[src/hw/rtl/rdc_pkg.sv]
// Package for the radix digit converter.
// Holds widths, character codes, the controller/datapath interface structs
// and the digit-to-ASCII function. No dependencies.
package rdc_pkg;

    localparam int RDC_MAX_DIGITS   = 64;
    localparam int RDC_VALUE_W      = 64;
    localparam int RDC_RADIX_W      = 6;
    localparam int RDC_CHAR_W       = 8;
    localparam int RDC_HIGHEST_BASE = 36;
    localparam int RDC_LOWEST_BASE  = 2;
    localparam int RDC_RADIX_RESET  = 16;

    // Divider: quotient register width and bits retired per cycle
    localparam int RDC_MAG_W         = 64;
    localparam int RDC_BITS_PER_STEP = 8;
    localparam int RDC_DIV_STEPS     = RDC_MAG_W / RDC_BITS_PER_STEP;
    localparam int RDC_STEP_W        = $clog2(RDC_DIV_STEPS);

    localparam logic [RDC_CHAR_W-1:0]  RDC_CHAR_ZERO  = 8'h30;
    localparam logic [RDC_CHAR_W-1:0]  RDC_CHAR_A     = 8'h41;
    localparam logic [RDC_CHAR_W-1:0]  RDC_CHAR_MINUS = 8'h2D;
    localparam logic [RDC_RADIX_W-1:0] RDC_DIGIT_TEN  = 6'd10;

    typedef struct packed {
        logic load;
        logic div;
        logic digit_end;
        logic prep;
        logic emit;
    } rdc_cmd_t;

    typedef struct packed {
        logic quot_zero;
        logic ptr_zero;
    } rdc_status_t;

    function automatic logic [RDC_CHAR_W-1:0] digit_char(input logic [RDC_RADIX_W-1:0] d);
        logic [RDC_CHAR_W-1:0] d_ext;
        d_ext = {{(RDC_CHAR_W-RDC_RADIX_W){1'b0}}, d};
        if (d < RDC_DIGIT_TEN)
            digit_char = RDC_CHAR_ZERO + d_ext;
        else
            digit_char = RDC_CHAR_A + d_ext - {{(RDC_CHAR_W-RDC_RADIX_W){1'b0}}, RDC_DIGIT_TEN};
    endfunction

endpackage

[src/hw/rtl/radix_digit_converter.sv]
// Top level of the radix digit converter.
// Joins the controller (rdc_ctrl) and the datapath (rdc_datapath).
// Depends on rdc_pkg.
//
// Usage:
//   Write the base (2..36, saturated outside) on cfg_data with cfg_valid;
//   cfg_ready is high only while busy is low. Reset base: 16.
//   Start a transaction by raising start with value while busy is low.
//   busy stays high until the last character has been shown.
//   Characters come out most significant first, one per cycle, each on
//   character for one cycle with strobe high; last_char marks the final one.
//   A negative value gives a leading '-'.
// Sequence, for a result of D digits: the divider works out each digit
//   (8 quotient bits per cycle over a 64-bit word), then a step that shows
//   '-' for negative values, then the D digits from the digit memory, one
//   read per cycle.
// Reset clears the controller and restores the base to 16. The receiver
// cannot stall: every strobed character is taken in its cycle.
module radix_digit_converter #(
    parameter int MAX_DIGITS = rdc_pkg::RDC_MAX_DIGITS
) (
    input  logic                                   clk,
    input  logic                                   rst_n,
    input  logic                                   start,
    output logic                                   busy,
    input  logic signed [rdc_pkg::RDC_VALUE_W-1:0] value,
    input  logic                                   cfg_valid,
    output logic                                   cfg_ready,
    input  logic [rdc_pkg::RDC_RADIX_W-1:0]        cfg_data,
    output logic                                   strobe,
    output logic [rdc_pkg::RDC_CHAR_W-1:0]         character,
    output logic                                   last_char
);
    import rdc_pkg::*;

    rdc_cmd_t    cmd;
    rdc_status_t status;
    logic        ctrl_busy;

    assign cfg_ready = !ctrl_busy;
    assign busy      = ctrl_busy;

    rdc_ctrl u_ctrl (
        .clk    (clk),
        .rst_n  (rst_n),
        .start  (start),
        .status (status),
        .cmd    (cmd),
        .busy   (ctrl_busy)
    );

    rdc_datapath #(
        .MAX_DIGITS (MAX_DIGITS)
    ) u_datapath (
        .clk       (clk),
        .rst_n     (rst_n),
        .cmd       (cmd),
        .status    (status),
        .value     (value),
        .cfg_we    (cfg_valid && cfg_ready),
        .cfg_data  (cfg_data),
        .strobe    (strobe),
        .character (character),
        .last_char (last_char)
    );

endmodule

[src/hw/rtl/rdc_ctrl.sv]
// Controller state machine for the radix digit converter.
// Sequences load, digit division, sign and digit emission.
// Depends on rdc_pkg.
module rdc_ctrl (
    input  logic                 clk,
    input  logic                 rst_n,
    input  logic                 start,
    input  rdc_pkg::rdc_status_t status,
    output rdc_pkg::rdc_cmd_t    cmd,
    output logic                 busy
);
    import rdc_pkg::*;

    localparam logic [1:0] S_IDLE = 2'd0;
    localparam logic [1:0] S_DIV  = 2'd1;
    localparam logic [1:0] S_PREP = 2'd2;
    localparam logic [1:0] S_EMIT = 2'd3;

    localparam logic [RDC_STEP_W-1:0] LAST_STEP = RDC_STEP_W'(RDC_DIV_STEPS - 1);

    logic [1:0]            state_reg, state_next;
    logic [RDC_STEP_W-1:0] step_reg, step_next;

    always_comb
    begin
        state_next    = state_reg;
        step_next     = step_reg;
        cmd           = '0;
        unique case (state_reg)
            S_IDLE:
            begin
                if (start)
                begin
                    cmd.load   = 1'b1;
                    step_next  = '0;
                    state_next = S_DIV;
                end
            end
            S_DIV:
            begin
                cmd.div   = 1'b1;
                step_next = step_reg + 1'b1;
                if (step_reg == LAST_STEP)
                begin
                    cmd.digit_end = 1'b1;
                    if (status.quot_zero)
                        state_next = S_PREP;
                end
            end
            S_PREP:
            begin
                cmd.prep   = 1'b1;
                state_next = S_EMIT;
            end
            S_EMIT:
            begin
                cmd.emit = 1'b1;
                if (status.ptr_zero)
                    state_next = S_IDLE;
            end
            default:
            begin
                state_next = S_IDLE;
            end
        endcase
    end

    always_ff @(posedge clk or negedge rst_n)
    begin
        if (!rst_n)
        begin
            state_reg <= S_IDLE;
            step_reg  <= '0;
        end
        else
        begin
            state_reg <= state_next;
            step_reg  <= step_next;
        end
    end

    assign busy = (state_reg != S_IDLE);

endmodule

[src/hw/rtl/rdc_datapath.sv]
// Datapath for the radix digit converter: radix register, bit-serial
// divider (several bits a cycle), digit memory and character output.
// Depends on rdc_pkg.
module rdc_datapath #(
    parameter int MAX_DIGITS = rdc_pkg::RDC_MAX_DIGITS
) (
    input  logic                                 clk,
    input  logic                                 rst_n,
    input  rdc_pkg::rdc_cmd_t                    cmd,
    output rdc_pkg::rdc_status_t                 status,
    input  logic signed [rdc_pkg::RDC_VALUE_W-1:0] value,
    input  logic                                 cfg_we,
    input  logic [rdc_pkg::RDC_RADIX_W-1:0]      cfg_data,
    output logic                                 strobe,
    output logic [rdc_pkg::RDC_CHAR_W-1:0]       character,
    output logic                                 last_char
);
    import rdc_pkg::*;

    localparam int ADDR_W = (MAX_DIGITS > 1) ? $clog2(MAX_DIGITS) : 1;
    localparam int CNT_W  = $clog2(MAX_DIGITS + 1);

    localparam logic [RDC_VALUE_W-1:0] MOST_NEG = {1'b1, {(RDC_VALUE_W-1){1'b0}}};
    localparam logic [RDC_VALUE_W-1:0] MAX_MAG  = {1'b0, {(RDC_VALUE_W-1){1'b1}}};

    logic [RDC_RADIX_W-1:0] radix_reg;
    logic [RDC_MAG_W-1:0]   quot_reg;
    logic [RDC_RADIX_W-1:0] rem_reg;
    logic [CNT_W-1:0]       count_reg;
    logic [ADDR_W-1:0]      ptr_reg;
    logic                   neg_reg;
    logic [RDC_RADIX_W-1:0] rd_data_reg;

    logic [RDC_RADIX_W-1:0] digit_mem [MAX_DIGITS];

    logic [RDC_RADIX_W-1:0] base;
    logic [RDC_VALUE_W-1:0] value_u;
    logic [RDC_VALUE_W-1:0] mag;
    logic [RDC_MAG_W-1:0]   quot_next;
    logic [RDC_RADIX_W-1:0] rem_next;
    logic [RDC_RADIX_W:0]   rem_ext;
    logic [ADDR_W-1:0]      rd_addr;
    logic                   mem_we;
    logic [CNT_W-1:0]       count_dec;

    always_comb
    begin
        if (radix_reg < RDC_RADIX_W'(RDC_LOWEST_BASE))
            base = RDC_RADIX_W'(RDC_LOWEST_BASE);
        else if (radix_reg > RDC_RADIX_W'(RDC_HIGHEST_BASE))
            base = RDC_RADIX_W'(RDC_HIGHEST_BASE);
        else
            base = radix_reg;
    end

    // Clamp the most negative value, then take the magnitude
    always_comb
    begin
        value_u = value;
        if (!value_u[RDC_VALUE_W-1])
            mag = value_u;
        else if (value_u == MOST_NEG)
            mag = MAX_MAG;
        else
            mag = ~value_u + 1'b1;
    end

    // Restoring division, RDC_BITS_PER_STEP quotient bits per cycle
    always_comb
    begin
        quot_next = quot_reg;
        rem_next  = rem_reg;
        rem_ext   = '0;
        for (int i = 0; i < RDC_BITS_PER_STEP; i++)
        begin
            rem_ext   = {rem_next, quot_next[RDC_MAG_W-1]};
            quot_next = {quot_next[RDC_MAG_W-2:0], 1'b0};
            if (rem_ext >= {1'b0, base})
            begin
                rem_ext      = rem_ext - {1'b0, base};
                quot_next[0] = 1'b1;
            end
            rem_next = rem_ext[RDC_RADIX_W-1:0];
        end
    end

    assign count_dec = count_reg - 1'b1;
    assign mem_we    = cmd.digit_end && (count_reg < CNT_W'(MAX_DIGITS));
    assign rd_addr   = cmd.prep ? count_dec[ADDR_W-1:0] : (ptr_reg - 1'b1);

    always_ff @(posedge clk or negedge rst_n)
    begin
        if (!rst_n)
        begin
            radix_reg <= RDC_RADIX_W'(RDC_RADIX_RESET);
            quot_reg  <= '0;
            rem_reg   <= '0;
            count_reg <= '0;
            ptr_reg   <= '0;
            neg_reg   <= 1'b0;
        end
        else
        begin
            if (cfg_we)
                radix_reg <= cfg_data;
            if (cmd.load)
            begin
                neg_reg   <= value_u[RDC_VALUE_W-1];
                quot_reg  <= {1'b0, mag[RDC_MAG_W-2:0]};
                rem_reg   <= '0;
                count_reg <= '0;
            end
            else if (cmd.div)
            begin
                quot_reg <= quot_next;
                if (cmd.digit_end)
                begin
                    rem_reg <= '0;
                    if (mem_we)
                        count_reg <= count_reg + 1'b1;
                end
                else
                begin
                    rem_reg <= rem_next;
                end
            end
            if (cmd.prep)
                ptr_reg <= count_dec[ADDR_W-1:0];
            else if (cmd.emit)
                ptr_reg <= ptr_reg - 1'b1;
        end
    end

    always_ff @(posedge clk)
    begin
        if (mem_we)
            digit_mem[count_reg[ADDR_W-1:0]] <= rem_next;
        rd_data_reg <= digit_mem[rd_addr];
    end

    assign status.quot_zero = (quot_next == '0);
    assign status.ptr_zero  = (ptr_reg == '0);

    assign strobe    = (cmd.prep && neg_reg) || cmd.emit;
    assign character = cmd.prep ? RDC_CHAR_MINUS : digit_char(rd_data_reg);
    assign last_char = cmd.emit && (ptr_reg == '0);

endmodule

[config.mk]
export PLATFORM = sky130hd
export DESIGN_NAME = radix_digit_converter
export DESIGN_NICKNAME = d
export VERILOG_FILES = /design/src/hw/rtl/rdc_pkg.sv /design/src/hw/rtl/radix_digit_converter.sv /design/src/hw/rtl/rdc_ctrl.sv /design/src/hw/rtl/rdc_datapath.sv
export SDC_FILE = /design/constraint.sdc
export NUM_CORES = 1
export LEC_CHECK = 0
export ABC_AREA = 0
export BUFFER_PORTS_ARGS = -buffer_cell sky130_fd_sc_hd__buf_2
export CORE_MARGIN = 10
export CORE_UTILIZATION = 25
export CTS_CLUSTER_SIZE = 20
export DETAILED_ROUTE_END_ITERATION = 16
export SLEW_MARGIN = 20
export SYNTH_ARGS = -nofsm -noshare
export SYNTH_HDL_FRONTEND = slang
export SYNTH_HIERARCHICAL = 1
export SYNTH_SLANG_ARGS = --single-unit
[constraint.sdc]
create_clock -name clk -period 23.4 [get_ports clk]
set_input_delay 3.51 -clock clk [delete_from_list [all_inputs] [get_ports clk]]
set_output_delay 3.51 -clock clk [all_outputs]
set_load 0.05 [all_outputs]
==> flow_summary.toml <==
[cells_and_area]
largest_reg_flops = 384
layout-drive-gt1-share_pct = 17.8
fill_cells = 9628
area_delta_synth_final_pct = 14.6
final_nets = 2026

[global_routing]
grt_pass1_wl_mm = 93.8
gr-total-overflow = 0
antenna_found_initial = 5
grtUsageTotal_pct = 10.9
grt_pass1_vias = 15800
grt_max_degree = 73

[min_path]
hold_class = "reg -> reg"
hold_path_startpoint = "u_ctrl/step_reg[0]$_DFFE_PN0P_"

[placement]
gp_congestion = 0.869
numPortBuffers = 84
dp_hpwl_mm = 41.8

[critical_path]
rr_startpoint = "u_datapath/radix_reg[5]$_DFFE_PN0P_"
worstPathMaxFanout = 65
slowest_stage = "a221oi_1"
max_stage_delay_ns = 0.62
worst_setup_path_start_kind = "flip-flop"
timing_worst_setup_path_type = "reg -> reg"
arrival_ns = 20.01
endpoint_kind = "flip-flop"
startpoint = "u_datapath/radix_reg[5]$_DFFE_PN0P_"
worstPathRequired_ns = 23.66

[clocking]
clock_path_buffers = 3
clk_latency_ns = 0.60
clockRootBuffer = "clkbuf_16"
cts_tree = "done"
htreeDepth = 2
holdBufCountCts = 0
post_cts_buffers = 0
ctsResizeCount = 0
path_clk_slew_ns = 0.06
clock-sinks = 485
cts_buffers = 51

[timing]
tightest_slew_ns = 1.00
drv_slew = 0
skew_ns = 0.0400
tns_ns = 0
max_freq_ghz = 0.0506
hold_viol_final = 0
post-route-min-period_ns = 19.75
setup-violations-final = 0
maxSlewHeadroom_pct = 33.1
grt_setup_unrepaired = "no"
period_share_pct = 84.4

[die]
io_pins = 86
dieArea_um2 = 109000
coreArea_um2 = 95300
row_count = 113
start_util_pct = 25.3
die_w_um = 331
fp.dieH_um = 331

[synthesis]
avgSynthCellArea_um2 = 13.3
yosysWarnings = 6
synth-seq-cells = 485
ys_types = 83
mappedNetlistArea_um2 = 24100
synth_nets = 1959
synth_cells = 1817
synth-edff-count = 384
synthArstFlopShare_pct = 19.6
synth_top_flop_cell = "edfxtp_1"
synth_seq_area_share_pct = 58.2

[status]
status = "finished, final reports clean"

[routing]
via_count = 15400
drt_iter0_drc = 1349
drc = 0
drt-wirelength-per-cell_um = 19.0
totalWireLength_mm = 60.7
ant_nets = 0
dr.pass1.iters = 5
vias_per_cell = 4.83

[run]
cap_violations = 0
[area by class of cell]
type                    count  area [µm²]  area share [%]
diodes                      1        2.50         0.00906
repair buffers            107         613            2.22
multi-input cells        1186        9610            34.8
clock buffers              70        1410            5.10
clock inverters            22         175           0.634
well taps                1265        1580            5.73
flip-flops and latches    485       14000            50.8
inverters                  53         199           0.720
[worst max-delay path, delay by kind of cell, from the launching register on]
family / cells / cell delay, ns
adders and majority gates: 8 / 2.66
AOI/OAI and AO/OA: 35 / 8.79
DFF: 1 / 0.39
and+or+nand+nor: 14 / 2.79
buffers and inverters: 8 / 1.72
muxes: 9 / 2.95
[cell usage in the layout, fill, tap and decap left out, drive strengths merged, types with 7 or more instances in the layout]
master and count:
edfxtp 384, nor2 156, nand2 130, o21ai 108, buf 106, mux4 96
dfrtp 94, a21oi 92, clkbuf 71, xnor2 70, ha 60, inv 55
mux2i 55, a211oi 35, nor2b 32, mux2 28, a21o 26, xor2 26
nand3 24, o31ai 21, nor4 20, clkinv 18, or3 16, nor3 15
o211ai 14, o22ai 13, nand2b 13, or4 11, a31oi 10, nand4 9
o21a 8, a211o 8, nand3b 8, fa 8, and3 7, o41ai 7
[logic make-up after synthesis]
family,synth area share (%)
mux,12.6
flops,58.2
xor+xnor,3.49
compound gates,10.2
fa+ha+maj,3.78
other cells,0.0156
simple gates,9.28
buf+inv,2.42
[final timing paths]
| check | to | slack, ns | cells past startpoint |
|---|---|---|---|
| max in group asynchronous | u_datapath/quot_reg[60]$_DFFE_PN0P_ | 19.36 | 2 |
| worst min-delay path | u_ctrl/step_reg[0]$_DFFE_PN0P_ | 0.50 | 1 |
| worst max-delay path | u_datapath/digit_mem[42][0]$_DFFE_PP_ | 3.65 | 74 |
| worst min register to register | u_ctrl/step_reg[0]$_DFFE_PN0P_ | 0.50 | 1 |
| min in group asynchronous | u_datapath/quot_reg[19]$_DFFE_PN0P_ | 2.87 | 1 |
| worst max register to register | u_datapath/digit_mem[42][0]$_DFFE_PP_ | 3.65 | 74 |
[per-stage QoR]
step	worst slack (ns)	hold slack, ns	instances	utilization, %	area (µm²)
CTS	3.15	0.493	3187	28.9	27600
finish	3.65	0.497	3189	29.0	27600
floorplan	4.20	0.450	1817	-	24100
global route	1.86	0.516	3188	29.0	27600
detailed placement	3.28	0.486	3095	27.3	26000
global placement	4.26	0.465	3095	27.3	26000
[synthesized netlist by cell type (27+ instances only)]
master	n	area, µm²
mux2i_1	53	531
ha_1	60	751
nor2b_1	32	200
o21ai_0	89	445
mux2_2	27	304
dfrtp_1	94	2350
inv_1	53	199
edfxtp_1	384	11500
mux4_2	96	2160
xnor2_1	70	613
clkbuf_1	73	274
a211oi_1	33	248
a21oi_1	92	460
nand2_1	130	488
nor2_1	155	582
[layer usage]
layer	wire length (µm)	GRT usage, %	up-vias	part of all wire, %
met4	1330	2.88	0	2.2
met1	27000	14.7	7734	44
li1	-	-	7100	-
met3	3430	1.86	105	5.6
met5	0	0	-	0
met2	29000	17.9	461	48
Power is not shown: default switching activity piles up to over one toggle a cycle in this logic, so the estimate is an artifact.
